===== src/hw/rtl/sam_pkg.sv =====
package sam_pkg;

    // Default values of the top-level parameters.
    localparam int TICK_BITS_DEF      = 32;
    localparam int BUTTON_HOLDOFF_DEF = 500;
    localparam int REPORT_BITS_DEF    = 16;

    // Configuration register indexes.
    localparam int CFG_INDEX_BITS = 3;
    localparam logic [CFG_INDEX_BITS-1:0] REG_LIGHT_LOW_LIMIT = 3'd0;
    localparam logic [CFG_INDEX_BITS-1:0] REG_TEMP_HIGH_LIMIT = 3'd1;
    localparam logic [CFG_INDEX_BITS-1:0] REG_MOVE_LIMIT      = 3'd2;
    localparam logic [CFG_INDEX_BITS-1:0] REG_X_OFFSET        = 3'd3;
    localparam logic [CFG_INDEX_BITS-1:0] REG_Y_OFFSET        = 3'd4;
    localparam logic [CFG_INDEX_BITS-1:0] REG_Z_OFFSET        = 3'd5;
    localparam logic [CFG_INDEX_BITS-1:0] REG_DIGIT_PERIOD    = 3'd6;
    localparam logic [CFG_INDEX_BITS-1:0] REG_BLINK_PERIOD    = 3'd7;
    localparam int CFG_DATA_BITS = 16;

    // Register reset values.
    localparam logic [15:0] LIGHT_LOW_LIMIT_RST = 16'd50;
    localparam logic [11:0] TEMP_HIGH_LIMIT_RST = 12'd260;
    localparam logic [7:0]  MOVE_LIMIT_RST      = 8'd15;
    localparam logic [15:0] DIGIT_PERIOD_RST    = 16'd1000;
    localparam logic [15:0] BLINK_PERIOD_RST    = 16'd333;

    // Display and LED codes.
    localparam logic [4:0] BLANK_CODE = 5'd16;
    localparam logic [3:0] SAMPLE_DIGIT_A = 4'd5;
    localparam logic [3:0] SAMPLE_DIGIT_B = 4'd10;
    localparam logic [3:0] REPORT_DIGIT   = 4'd15;
    localparam logic [1:0] LED_OFF  = 2'b00;
    localparam logic [1:0] LED_RED  = 2'b01;
    localparam logic [1:0] LED_BLUE = 2'b10;
    localparam logic [1:0] LED_BOTH = 2'b11;

    // Warning levels.
    localparam logic [1:0] WARN_NONE      = 2'd0;
    localparam logic [1:0] WARN_DARK_MOVE = 2'd1;
    localparam logic [1:0] WARN_HOT       = 2'd2;
    localparam logic [1:0] WARN_BOTH      = 2'd3;

    typedef struct packed {
        logic              button_level;
        logic [15:0]       light_level;
        logic [11:0]       temp_tenths;
        logic signed [7:0] raw_x;
        logic signed [7:0] raw_y;
        logic signed [7:0] raw_z;
    } sam_in_t;

    typedef struct packed {
        logic              monitor_on;
        logic              digit_write;
        logic [4:0]        digit_code;
        logic [1:0]        led_mask;
        logic [1:0]        warn_level;
        logic              sample_strobe;
        logic              report_strobe;
        logic [15:0]       report_number;
        logic signed [7:0] accel_x;
        logic signed [7:0] accel_y;
        logic signed [7:0] accel_z;
        logic              entered_monitor;
    } sam_out_t;

    typedef struct packed {
        logic [15:0]       light_low_limit;
        logic [11:0]       temp_high_limit;
        logic [7:0]        move_limit;
        logic signed [7:0] x_offset;
        logic signed [7:0] y_offset;
        logic signed [7:0] z_offset;
        logic [15:0]       digit_period;
        logic [15:0]       blink_period;
    } sam_cfg_t;

endpackage


===== src/hw/rtl/sensor_alarm_monitor.sv =====
// Two-mode sensor alarm. Each tick transaction carries one millisecond of the
// mode button level and the light, temperature and raw acceleration readings,
// and yields exactly one result transaction. A press of the active-low button,
// taken at most once per BUTTON_HOLDOFF ticks, toggles between stable mode
// (display blanked and LEDs dark once on entry) and monitor mode, which
// flags its entry, steps a hex digit every digit_period ticks, samples the
// offset-corrected axes on digits 5, 10 and 15, and on digit 15 classifies
// movement in the dark and heat into a warning and issues a numbered report.
// A standing warning blinks the LEDs every blink_period ticks. The block takes
// one tick transaction per clock cycle unless tick_stall holds it: a tick
// passes an input register, a combinational update against the state
// registers, and a result register, from which its result is offered. The
// result register frees itself in the cycle it is taken, so the input side
// stalls only while a finished result waits to be taken and the input
// register is already full. Configuration writes are always ready and must
// be issued only while no tick is in flight.
module sensor_alarm_monitor #(
    parameter int TICK_BITS      = sam_pkg::TICK_BITS_DEF,
    parameter int BUTTON_HOLDOFF = sam_pkg::BUTTON_HOLDOFF_DEF,
    parameter int REPORT_BITS    = sam_pkg::REPORT_BITS_DEF
) (
    input  logic                                clk,
    input  logic                                rst_n,
    input  logic                                tick_valid,
    output logic                                tick_stall,
    input  sam_pkg::sam_in_t                    tick_data,
    output logic                                res_valid,
    input  logic                                res_stall,
    output sam_pkg::sam_out_t                   res_data,
    input  logic                                cfg_valid,
    output logic                                cfg_ready,
    input  logic [sam_pkg::CFG_INDEX_BITS-1:0]  cfg_index,
    input  logic [sam_pkg::CFG_DATA_BITS-1:0]   cfg_data
);
    import sam_pkg::*;

    sam_cfg_t cfg;
    sam_in_t  item;
    sam_out_t result;
    logic     item_valid;
    logic     out_free;
    logic     advance;

    // The update for the held tick runs in the same cycle it leaves the
    // input register, so the input register reloads whenever it is empty
    // or its tick moves on.
    assign advance    = item_valid && out_free;
    assign tick_stall = item_valid && !out_free;
    assign cfg_ready  = 1'b1;

    sam_cfg_regs u_cfg (
        .clk       (clk),
        .rst_n     (rst_n),
        .cfg_valid (cfg_valid),
        .cfg_index (cfg_index),
        .cfg_data  (cfg_data),
        .cfg       (cfg)
    );

    sam_in_stage u_in (
        .clk        (clk),
        .rst_n      (rst_n),
        .load       (!tick_stall),
        .tick_valid (tick_valid),
        .tick_data  (tick_data),
        .item_valid (item_valid),
        .item       (item)
    );

    // All mode, display, sampling, warning and blink state lives here and
    // advances once per transaction.
    sam_core #(
        .TICK_BITS      (TICK_BITS),
        .BUTTON_HOLDOFF (BUTTON_HOLDOFF),
        .REPORT_BITS    (REPORT_BITS)
    ) u_core (
        .clk    (clk),
        .rst_n  (rst_n),
        .go     (advance),
        .item   (item),
        .cfg    (cfg),
        .result (result)
    );

    sam_out_stage u_out (
        .clk       (clk),
        .rst_n     (rst_n),
        .load      (advance),
        .result    (result),
        .res_stall (res_stall),
        .res_valid (res_valid),
        .res_data  (res_data),
        .free      (out_free)
    );

endmodule


===== src/hw/rtl/sam_cfg_regs.sv =====
module sam_cfg_regs (
    input  logic                                clk,
    input  logic                                rst_n,
    input  logic                                cfg_valid,
    input  logic [sam_pkg::CFG_INDEX_BITS-1:0]  cfg_index,
    input  logic [sam_pkg::CFG_DATA_BITS-1:0]   cfg_data,
    output sam_pkg::sam_cfg_t                   cfg
);
    import sam_pkg::*;

    sam_cfg_t cfg_reg;

    always_ff @(posedge clk or negedge rst_n)
    begin
        if (!rst_n)
        begin
            cfg_reg.light_low_limit <= LIGHT_LOW_LIMIT_RST;
            cfg_reg.temp_high_limit <= TEMP_HIGH_LIMIT_RST;
            cfg_reg.move_limit      <= MOVE_LIMIT_RST;
            cfg_reg.x_offset        <= '0;
            cfg_reg.y_offset        <= '0;
            cfg_reg.z_offset        <= '0;
            cfg_reg.digit_period    <= DIGIT_PERIOD_RST;
            cfg_reg.blink_period    <= BLINK_PERIOD_RST;
        end
        else if (cfg_valid)
        begin
            case (cfg_index)
                REG_LIGHT_LOW_LIMIT: cfg_reg.light_low_limit <= cfg_data;
                REG_TEMP_HIGH_LIMIT: cfg_reg.temp_high_limit <= cfg_data[11:0];
                REG_MOVE_LIMIT:      cfg_reg.move_limit      <= cfg_data[7:0];
                REG_X_OFFSET:        cfg_reg.x_offset        <= cfg_data[7:0];
                REG_Y_OFFSET:        cfg_reg.y_offset        <= cfg_data[7:0];
                REG_Z_OFFSET:        cfg_reg.z_offset        <= cfg_data[7:0];
                REG_DIGIT_PERIOD:    cfg_reg.digit_period    <= cfg_data;
                REG_BLINK_PERIOD:    cfg_reg.blink_period    <= cfg_data;
                default:             cfg_reg <= cfg_reg;
            endcase
        end
    end

    assign cfg = cfg_reg;

endmodule


===== src/hw/rtl/sam_in_stage.sv =====
module sam_in_stage (
    input  logic              clk,
    input  logic              rst_n,
    input  logic              load,
    input  logic              tick_valid,
    input  sam_pkg::sam_in_t  tick_data,
    output logic              item_valid,
    output sam_pkg::sam_in_t  item
);
    import sam_pkg::*;

    logic    valid_reg;
    sam_in_t item_reg;

    always_ff @(posedge clk or negedge rst_n)
    begin
        if (!rst_n)
        begin
            valid_reg <= 1'b0;
        end
        else if (load)
        begin
            valid_reg <= tick_valid;
        end
    end

    // Payload is captured only with a new transaction.
    always_ff @(posedge clk)
    begin
        if (load && tick_valid)
        begin
            item_reg <= tick_data;
        end
    end

    assign item_valid = valid_reg;
    assign item       = item_reg;

endmodule


===== src/hw/rtl/sam_core.sv =====
module sam_core #(
    parameter int TICK_BITS      = sam_pkg::TICK_BITS_DEF,
    parameter int BUTTON_HOLDOFF = sam_pkg::BUTTON_HOLDOFF_DEF,
    parameter int REPORT_BITS    = sam_pkg::REPORT_BITS_DEF
) (
    input  logic               clk,
    input  logic               rst_n,
    input  logic               go,
    input  sam_pkg::sam_in_t   item,
    input  sam_pkg::sam_cfg_t  cfg,
    output sam_pkg::sam_out_t  result
);
    import sam_pkg::*;

    localparam logic [TICK_BITS-1:0] HOLDOFF_TICKS = TICK_BITS'(BUTTON_HOLDOFF);

    logic [TICK_BITS-1:0]   tick_reg, tick_next;
    logic [TICK_BITS-1:0]   press_reg, press_next;
    logic [TICK_BITS-1:0]   digit_time_reg, digit_time_next;
    logic [TICK_BITS-1:0]   blink_time_reg, blink_time_next;
    logic                   mode_reg, mode_next;
    logic                   cleared_reg, cleared_next;
    logic                   announced_reg, announced_next;
    logic [3:0]             digit_index_reg, digit_index_next;
    logic                   blink_on_reg, blink_on_next;
    logic [1:0]             led_reg, led_next;
    logic [1:0]             warn_reg, warn_next;
    logic signed [7:0]      cur_reg [3];
    logic signed [7:0]      cur_next [3];
    logic signed [7:0]      prev_reg [3];
    logic signed [7:0]      prev_next [3];
    logic [REPORT_BITS-1:0] report_reg, report_next;

    logic signed [7:0]      raw [3];
    logic signed [7:0]      offset [3];
    logic [31:0]            report_wide;

    assign raw[0]    = item.raw_x;
    assign raw[1]    = item.raw_y;
    assign raw[2]    = item.raw_z;
    assign offset[0] = cfg.x_offset;
    assign offset[1] = cfg.y_offset;
    assign offset[2] = cfg.z_offset;
    assign report_wide = 32'(report_reg);

    always_comb
    begin
        logic [3:0]        shown;
        logic              moved;
        logic              hot;
        logic              dark_move;
        logic signed [8:0] diff;
        logic [8:0]        mag;
        logic [1:0]        colour;

        tick_next        = tick_reg + 1'b1;
        press_next       = press_reg;
        digit_time_next  = digit_time_reg;
        blink_time_next  = blink_time_reg;
        mode_next        = mode_reg;
        cleared_next     = cleared_reg;
        announced_next   = announced_reg;
        digit_index_next = digit_index_reg;
        blink_on_next    = blink_on_reg;
        led_next         = led_reg;
        warn_next        = warn_reg;
        report_next      = report_reg;
        cur_next         = cur_reg;
        prev_next        = prev_reg;
        shown            = digit_index_reg;
        moved            = 1'b0;
        hot              = 1'b0;
        dark_move        = 1'b0;
        diff             = '0;
        mag              = '0;
        colour           = LED_OFF;
        result           = '0;

        // A press toggles the mode once the holdoff since the last press has run out.
        if (!item.button_level && (tick_next - press_reg) >= HOLDOFF_TICKS)
        begin
            press_next = tick_next;
            mode_next  = !mode_reg;
            if (mode_reg)
            begin
                cleared_next = 1'b0;
            end
        end

        if (!mode_next)
        begin
            if (!cleared_next)
            begin
                result.digit_write = 1'b1;
                result.digit_code  = BLANK_CODE;
                digit_index_next   = '0;
                led_next           = LED_OFF;
                cleared_next       = 1'b1;
                announced_next     = 1'b0;
            end
        end
        else
        begin
            if (!announced_reg)
            begin
                result.entered_monitor = 1'b1;
                announced_next         = 1'b1;
                cleared_next           = 1'b0;
            end

            if ((tick_next - digit_time_reg) >= TICK_BITS'(cfg.digit_period))
            begin
                digit_time_next    = tick_next;
                result.digit_write = 1'b1;
                result.digit_code  = {1'b0, shown};
                digit_index_next   = shown + 1'b1;

                if (shown == SAMPLE_DIGIT_A || shown == SAMPLE_DIGIT_B ||
                    shown == REPORT_DIGIT)
                begin
                    for (int i = 0; i < 3; i++)
                    begin
                        cur_next[i] = raw[i] + offset[i];
                    end
                    result.sample_strobe = 1'b1;
                end

                if (shown == REPORT_DIGIT)
                begin
                    for (int i = 0; i < 3; i++)
                    begin
                        diff = {cur_next[i][7], cur_next[i]} - {prev_reg[i][7], prev_reg[i]};
                        mag  = diff[8] ? 9'(-diff) : 9'(diff);
                        if (mag > {1'b0, cfg.move_limit})
                        begin
                            moved = 1'b1;
                        end
                        prev_next[i] = cur_next[i];
                    end
                    hot       = item.temp_tenths > cfg.temp_high_limit;
                    dark_move = moved && (item.light_level < cfg.light_low_limit);
                    warn_next = {hot, dark_move};
                    result.report_strobe = 1'b1;
                    result.report_number = report_wide[15:0];
                    report_next          = report_reg + 1'b1;
                end
            end

            if (warn_next != WARN_NONE)
            begin
                if ((tick_next - blink_time_reg) >= TICK_BITS'(cfg.blink_period))
                begin
                    case (warn_next)
                        WARN_BOTH:      colour = LED_BOTH;
                        WARN_HOT:       colour = LED_RED;
                        WARN_DARK_MOVE: colour = LED_BLUE;
                        default:        colour = LED_OFF;
                    endcase
                    blink_time_next = tick_next;
                    blink_on_next   = !blink_on_reg;
                    led_next        = blink_on_next ? colour : LED_OFF;
                end
            end
            else
            begin
                led_next = LED_OFF;
            end
        end

        result.monitor_on = mode_next;
        result.led_mask   = led_next;
        result.warn_level = warn_next;
        result.accel_x    = cur_next[0];
        result.accel_y    = cur_next[1];
        result.accel_z    = cur_next[2];
    end

    always_ff @(posedge clk or negedge rst_n)
    begin
        if (!rst_n)
        begin
            tick_reg        <= '0;
            press_reg       <= '0;
            digit_time_reg  <= '0;
            blink_time_reg  <= '0;
            mode_reg        <= 1'b0;
            cleared_reg     <= 1'b0;
            announced_reg   <= 1'b0;
            digit_index_reg <= '0;
            blink_on_reg    <= 1'b0;
            led_reg         <= LED_OFF;
            warn_reg        <= WARN_NONE;
            report_reg      <= '0;
            for (int i = 0; i < 3; i++)
            begin
                cur_reg[i]  <= '0;
                prev_reg[i] <= '0;
            end
        end
        else if (go)
        begin
            tick_reg        <= tick_next;
            press_reg       <= press_next;
            digit_time_reg  <= digit_time_next;
            blink_time_reg  <= blink_time_next;
            mode_reg        <= mode_next;
            cleared_reg     <= cleared_next;
            announced_reg   <= announced_next;
            digit_index_reg <= digit_index_next;
            blink_on_reg    <= blink_on_next;
            led_reg         <= led_next;
            warn_reg        <= warn_next;
            report_reg      <= report_next;
            for (int i = 0; i < 3; i++)
            begin
                cur_reg[i]  <= cur_next[i];
                prev_reg[i] <= prev_next[i];
            end
        end
    end

endmodule


===== src/hw/rtl/sam_out_stage.sv =====
module sam_out_stage (
    input  logic               clk,
    input  logic               rst_n,
    input  logic               load,
    input  sam_pkg::sam_out_t  result,
    input  logic               res_stall,
    output logic               res_valid,
    output sam_pkg::sam_out_t  res_data,
    output logic               free
);
    import sam_pkg::*;

    logic     valid_reg;
    sam_out_t data_reg;

    // The register can take a new result when it is empty or being drained.
    assign free = !valid_reg || !res_stall;

    always_ff @(posedge clk or negedge rst_n)
    begin
        if (!rst_n)
        begin
            valid_reg <= 1'b0;
        end
        else if (load)
        begin
            valid_reg <= 1'b1;
        end
        else if (!res_stall)
        begin
            valid_reg <= 1'b0;
        end
    end

    always_ff @(posedge clk)
    begin
        if (load)
        begin
            data_reg <= result;
        end
    end

    assign res_valid = valid_reg;
    assign res_data  = data_reg;

endmodule


===== config.mk =====
export PLATFORM = sky130hd
export DESIGN_NAME = sensor_alarm_monitor
export DESIGN_NICKNAME = d
export VERILOG_FILES = /design/src/hw/rtl/sam_pkg.sv /design/src/hw/rtl/sensor_alarm_monitor.sv /design/src/hw/rtl/sam_cfg_regs.sv /design/src/hw/rtl/sam_in_stage.sv /design/src/hw/rtl/sam_core.sv /design/src/hw/rtl/sam_out_stage.sv
export SDC_FILE = /design/constraint.sdc
export NUM_CORES = 1
export LEC_CHECK = 0
export ABC_AREA = 1
export BUFFER_PORTS_ARGS = -buffer_cell sky130_fd_sc_hd__clkbuf_2
export CELL_PAD_IN_SITES_DETAIL_PLACEMENT = 0
export CELL_PAD_IN_SITES_GLOBAL_PLACEMENT = 1
export CORE_MARGIN = 8
export CORE_UTILIZATION = 50
export CTS_CLUSTER_SIZE = 16
export DETAILED_ROUTE_END_ITERATION = 8
export PLACE_DENSITY = 0.92
export RECOVER_POWER = 100
export SETUP_SLACK_MARGIN = 0.02
export SLEW_MARGIN = 20
export SYNTH_ARGS = -nofsm -noshare
export SYNTH_HDL_FRONTEND = slang
export SYNTH_HIERARCHICAL = 1
export SYNTH_SLANG_ARGS = --single-unit

===== constraint.sdc =====
create_clock -name clk -period 15.7 [get_ports clk]
set_clock_uncertainty 0.05 [all_clocks]
set_input_delay 2.355 -clock clk [delete_from_list [all_inputs] [get_ports clk]]
set_output_delay 2.355 -clock clk [all_outputs]
set_load 0.01 [all_outputs]

# --- Word level (Yosys, flattened, before mapping) ---
# Index checks and enable logic that the tools add are counted.
op_classes:
  n_addsub: 15
  order_cmp: 8
  n_eq_ne: 16
  muxes: 42
  n_reduce_logical: 33
ops:
  columns: ["op", "count"]
  rows:
  - ["$mux W24", 5]
  - ["$sub A32 B32 Y32", 3]
  - ["$ge A32 B16 Y1", 2]
  - ["$add A32 B1 Y32 const B", 1]
  - ["$ge A32 B9 Y1 const B", 1]
  - ["$gt A9 B8 Y1", 3]
  - ["$mux W9", 3]
  - ["$neg A9 Y9", 3]
  - ["$sub A8 B8 Y9", 3]
  - ["$add A8 B8 Y8", 3]
  - ["$reduce_and A2 Y1", 11]
  - ["$mux W2", 9]
  - ["$mux W6", 3]
  - ["$mux W1", 17]
  - ["$mux W17", 1]
  - ["$add A16 B1 Y16 const B", 1]
  - ["$lt A16 B16 Y1", 1]
  - ["$eq A3 B3 Y1 const B", 4]
  - ["$gt A12 B12 Y1", 1]
  - ["$mux W4", 3]
  - ["$reduce_and A3 Y1", 3]
  - ["$eq A4 B4 Y1 const B", 2]
  - ["$reduce_and A4 Y1", 2]
  - ["$logic_not A1 Y1", 7]
  - ["other kinds (13)", 22]
totals:
  register_bits: 405
  in_bits: 77
  out_inout_bits: 57
  elab_cells: 160

# --- Longest topological paths before layout ---
depth:
  word_depth: 26
  mapped_depth: 42
  depth_no_buf: 42

# --- Cells and area by module ---
# The synthesis kept the hierarchy.
modules_own_cells:
  columns: ["mod", "instances", "cells_each", "area_per_inst_um2", "seq_area_each_um2"]
  rows:
  - ["sam_core", 1, 3563, 21982.3, 5104.9]
  - ["sam_cfg_regs", 1, 417, 3646.0, 2327.2]
  - ["sam_out_stage", 1, 58, 1662.8, 1646.6]
  - ["sam_in_stage", 1, 59, 1635.3, 1616.6]
  - ["sensor_alarm_monitor", 1, 8, 36.3, 0.0]

# --- Least setup slack after synthesis ---
# OpenSTA, ideal clock, no wires.
synth_timing:
  path_type: "input-to-output"
  start: "input port res_stall"
  end: "output port tick_stall"
  arrival_ns: 2.571
  required_time_ns: 13.295
  setup_slack_ns: 10.724
  stages: 2
  path_buffers: 0
  path_cell_list: "nand2_2 -> nor2_2"
synth_via:
  elab_chain_cells: 4
synth_rtl:
  columns: ["item", "line_no", "text"]
  rows:
  - ["from (decl)", "sensor_alarm_monitor.sv:28", "input logic res_stall,"]
  - ["$logic_not A1 Y1", "sam_out_stage.sv:17", "assign free = !valid_reg || !res_stall;"]
  - ["$logic_or A1 B1 Y1", "sam_out_stage.sv:17", null]
  - ["$logic_not A1 Y1", "sensor_alarm_monitor.sv:48", "assign tick_stall = item_valid && !out_free;"]
  - ["$logic_and A1 B1 Y1", "sensor_alarm_monitor.sv:48", null]
  - ["to (decl)", "sensor_alarm_monitor.sv:25", "output logic tick_stall,"]
# Every way passes these cells.

# --- Worst setup path in the final report ---
layout_timing:
  start: "register u_core.tick_reg[0]"
  end: "register u_core/prev_reg[12] in the netlist's numbering"
layout_via:
  elab_chain_cells: 6
  elab_cells_between_ends: 8
  classes_between: "add/sub (3); order compare (2); mux (1); reduce/logical (2)"
layout_rtl:
  columns: ["item", "line_no", "text"]
  rows:
  - ["from (decl)", "sam_core.sv:17", "logic [TICK_BITS-1:0] tick_reg, tick_next;"]
  - ["from (signal assigned)", "sam_core.sv:202", "tick_reg <= tick_next;"]
  - ["$add A32 B1 Y32 *", "sam_core.sv:56", "tick_next = tick_reg + 1'b1;"]
  - ["via u_core.tick_next[20]", "sam_core.sv:17", null]
  - ["$sub A32 B32 Y32", "sam_core.sv:80", "if (!item.button_level && (tick_next - press_reg) >= HOLDOFF_TICKS)"]
  - ["$ge A32 B9 Y1", "sam_core.sv:80", null]
  - ["$logic_and A1 B1 Y1", "sam_core.sv:80", null]
  - ["$mux W1", "sam_core.sv:80", null]
  - ["$reduce_and A4 Y1 (no source line) *", null, null]
  - ["to (signal, indexed assignment)", "sam_core.sv:217", "prev_reg[i] <= prev_next[i];"]
  - ["to (decl)", "sam_core.sv:30", "logic signed [7:0] prev_reg [3];"]
# The timed path passes the listed nets; every way through them passes the cells marked *.
# A chain may end at the register's enable or synchronous reset.

==> results by stage <==
Status:
- The flow ran to the end, but the final reports show violations.
- The final reports fail on capacitance limit, slew limit.

Global route:
- The first-pass GRT wire length is 127 mm.
- The number of global-route vias before repair came to 24691.
- The initial antenna violation count is 1.
- The pin count of the biggest net entering global routing is 95.
- Global routing used 23.5% of the available tracks across all layers.
- The leftover overflow at the end of global routing is 0.

Logic synthesis:
- By count the netlist is led by nand2_1, inv_1, dfrtp_1.
- For this run, the number of Yosys warnings is 6.
- After synthesis the netlist holds a flip-flop and latch count of 405.
- The synthesized instance count is 4105.
- The number of flops mapped to enable cells by yosys is 107.
- The main combinational cell family by area after synthesis is simple AND/OR/NAND/NOR gates.
- The number of nets handed over by synthesis was 4420.
- The cell area after technology mapping is 29000 sq um.
- The distinct cell type count of the synthesized netlist is 53.
- Of the total synthesized cell area, the portion taken by XOR and XNOR cells is 3.60%.
- The most frequent cell after synthesis is nand2_1.
- Among all flip-flop cells after synthesis, the most frequent one is dfrtp_1.
- Of the post-synthesis cell area, the part taken by muxes is 0.143%.
- Sorting the synthesized cells by area gives the leading types as dfrtp_1, nand2_1, edfxtp_1.
- The top cell type by total area after synthesis is dfrtp_1.
- The area share of and/or/nand/nor cells after synthesis is 30.9%.
- The area share of fa/ha/maj cells after synthesis is 10.5%.
- The synthesized area divided by synthesized cell count is 7.06 sq um.
- Summing the areas of all compound-gate instances in the mapped netlist gives 7.50% of the synthesized area.
- The sequential area share after synthesis is 36.9%.
- The share of synthesized area in the top cell type comes to 24.0%.
- The fraction of registers with async set or reset after synthesis is 73.6%.

Critical path:
- By startpoint and endpoint, the worst setup path is classified as reg2reg.
- The worst setup path is launched from a register.
- The arrival time reported for the critical path endpoint is 9830 ps.
- STA classifies the critical path endpoint as a register.
- The highest net fanout along the worst path is 73.
- The worst path required time is 15950 ps.

Timing:
- Setup repair after global routing left no endpoint under its margin.
- At the pin with the least slew margin, the transition time is 5090 ps.
- The final period utilization is 61.0%.
- Setup violations remaining at the end of the flow were counted as 0.
- The total count of max-transition violations in the final report was 616.
- The final number of hold-violating endpoints was 0.
- The final critical-path setup slack is 6120 ps.
- The smallest clock period supported by the final layout is computed as 9580 ps.
- The final-layout setup total negative slack is 0 ps.
- Headroom to the max-slew limit came out at -239%.
- The achievable clock frequency is 0.104 GHz.

Detailed routing:
- The via density per instance is 5.10.
- Signal routing reaches up to met5.
- The first-iteration detailed-routing DRC count is 1750.
- For this block, wires on met1 add up to 37.0 mm.
- The total number of vias is 25701.
- The remaining number of nets flagged by the antenna check after routing is 0.
- Summed over all nets, wire length on met2 after detailed routing comes to 34.7 mm.
- The average routed wire per standard cell is 15.6 um.
- The first detailed-routing pass took 9 iterations.
- After detailed routing, the number of remaining DRC violations is 0.
- The total wirelength of the detailed-routed design is 78.6 mm.
- The routed design uses 4.79 mm of met3 wire.

Floorplanning:
- The floorplan step defined a die boundary enclosing 65900 sq um.
- After floorplanning, the core was divided into 88 placement rows.
- The die extent in y is 257 um.
- The initial utilization of the core area, before any placement, comes to 50.4%.
- Pin placement for this block handled 134 I/O pins.
- The total area inside the core boundary comes to 57500 sq um.
- The horizontal die dimension is 257 um.

Layout:
- The register with the most flip-flops in the layout has 92 of them.
- The post-synthesis to final-layout area growth is 9.72%.
- Fill cells in the final layout number 5735.
- The summed area of non-filler cells in the final layout is 31800 sq um.
- The net count of the finished layout is 4548.
- The count of inserted antenna diode cells is 0.
- The final instance count without filler cells is 5036.
- The proportion of layout cells with a drive suffix above 1 is 5.22%.

Pwr:
- Summed over all cells, the static leakage comes to 17.0 nW.
- The fraction of power consumed by the clock network is 16.6%.
- The part of the total power dissipated in sequential elements is 20.6%.
- Of the total power, combinational logic draws 62.8%.
- The worst ir drop on vdd is 0.130 mV.
- The power dissipated by switching net loads is 0.00334 W.
- The switching power as a share of total power is 50.4%.
- The internal portion of total power is 0.00329 W.
- The power density normalized to cell area is 209 nW/um^2.

Placement:
- The post-place setup slack is 9010 ps.
- The count of buffers added on input and output ports is 132.
- The number of placed cells counting well taps is 4950.
- The routability congestion estimate from global placement is 0.944.
- The half-perimeter wire length of the detailed placement result is 61.8 mm.
- Once placement finished, the instance area stood at 30400 sq um.

CTS:
- In this run the number of H-tree levels came out at 2.
- The total of hold buffers inserted after clock tree synthesis is 0.
- The root buffer selected by CTS is clkbuf_16.
- The clock reaches the later pin of the worst-skew pair after 610 ps.
- The number of clock buffers inserted by TritonCTS is 46.
- The clock net sink count is 405.
- The total of cells resized after clock tree synthesis is 0.
- The TritonCTS clock tree is done.
- The clock transition at the registers of the reported paths is 70 ps.
- No sink is reached through more buffers than the 3 on the longest clock path.
- The post-CTS setup-driven buffer insertion count is 0.

Run:
- Across the run, the number of max-cap violations was 10.

Min path:
- The min-delay analysis places its worst path in the category reg2reg.
## per-layer routing
layer | GRT usage, % | up-vias
met5 | 0 | -
met4 | 6.36 | 2
li1 | - | 13176
met2 | 37.5 | 583
met3 | 4.16 | 112
met1 | 32.6 | 11828
## layout make-up
cell class                      count  area, sq um  area share [%]
Multi-Input combinational cell   2924        15200            47.8
Sequential cell                   405        10700            33.7
Inverter                          698         2620            8.25
Clock buffer                       66         1340            4.21
Tap cell                          765          957            3.01
Timing Repair Buffer              158          746            2.35
Clock inverter                     20          236           0.744
## cell families (layout without fill, tap and decap cells)
family / count (synthesis) / after routing
other: 1 / 1
DFF: 405 / 405
muxes: 4 / 4
and+or+nand+nor: 2150 / 2150
buffers and inverters: 776 / 942
adders and majority gates: 238 / 238
xor gates and xnor gates: 119 / 119
AOI/OAI and AO/OA: 412 / 412
## layout by cell type, fill, tap and decap left out, drive strengths merged, types with 38 or more instances in the layout
cell    synthesis  final
edfxtp        107    107
nand2        1463   1463
ha            229    229
o21ai         230    230
clkbuf         29    206
inv           698    699
xor2           98     98
nor3           38     38
dfrtp         278    278
nand4          68     68
a21oi         138    138
nand3         255    255
nor2          268    268
## metrics by stage
step,utilization (%),total power (W),hold WS (ps)
after global placement,52.9,0.00549,401
after floorplan,-,0.00443,392
after detailed placement,52.9,0.00552,408
after CTS,55.7,0.00666,417
final,55.3,0.00663,414
after global routing,55.3,0.00734,427
## final timing paths
kind,startpoint,end,slack (ps),cells past startpoint
worst max-delay path,u_core/tick_reg[0],u_core/prev_reg[12],6120,27
worst min-delay path,u_cfg/cfg[8],u_cfg/cfg[8],410,2
worst max register to register,u_core/tick_reg[0],u_core/prev_reg[12],6120,27
worst min register to register,u_cfg/cfg[8],u_cfg/cfg[8],410,2
max in group asynchronous,rst_n,u_core/blink_time_reg[20],6160,3
min in group asynchronous,rst_n,u_cfg/cfg[70],3530,1
## critical path, cell delays in order, from the launching register on
cell and delay (ps):
dfrtp_1 520, ha_1 240, nand2_1 80, nor2_1 90, inv_1 70, nor2_1 240
inv_1 90, nor2_1 150, nand3_1 160, nor4_1 470, xor2_1 700, ha_1 440
nand2_1 100, nand2_1 110, a21oi_1 170, o21ai_0 170, a21oi_1 200, nand2_1 70
nand2_1 60, nand2_1 40, nor2_1 70, nand2_1 80, nor2_1 130, nand3_1 180
nand3_1 220, nand3_1 620, nor2_1 3310, o21ai_0 380
## power groups by stage
stage               logic, W  registers [W]  clock network [W]
floorplan            0.00307        0.00136                  0
global placement     0.00411        0.00137                  0
detailed placement   0.00414        0.00138                  0
CTS                  0.00416        0.00136            0.00113
global route         0.00479        0.00138            0.00117
finish               0.00417        0.00136            0.00110
(Power assumes the default switching activity.)
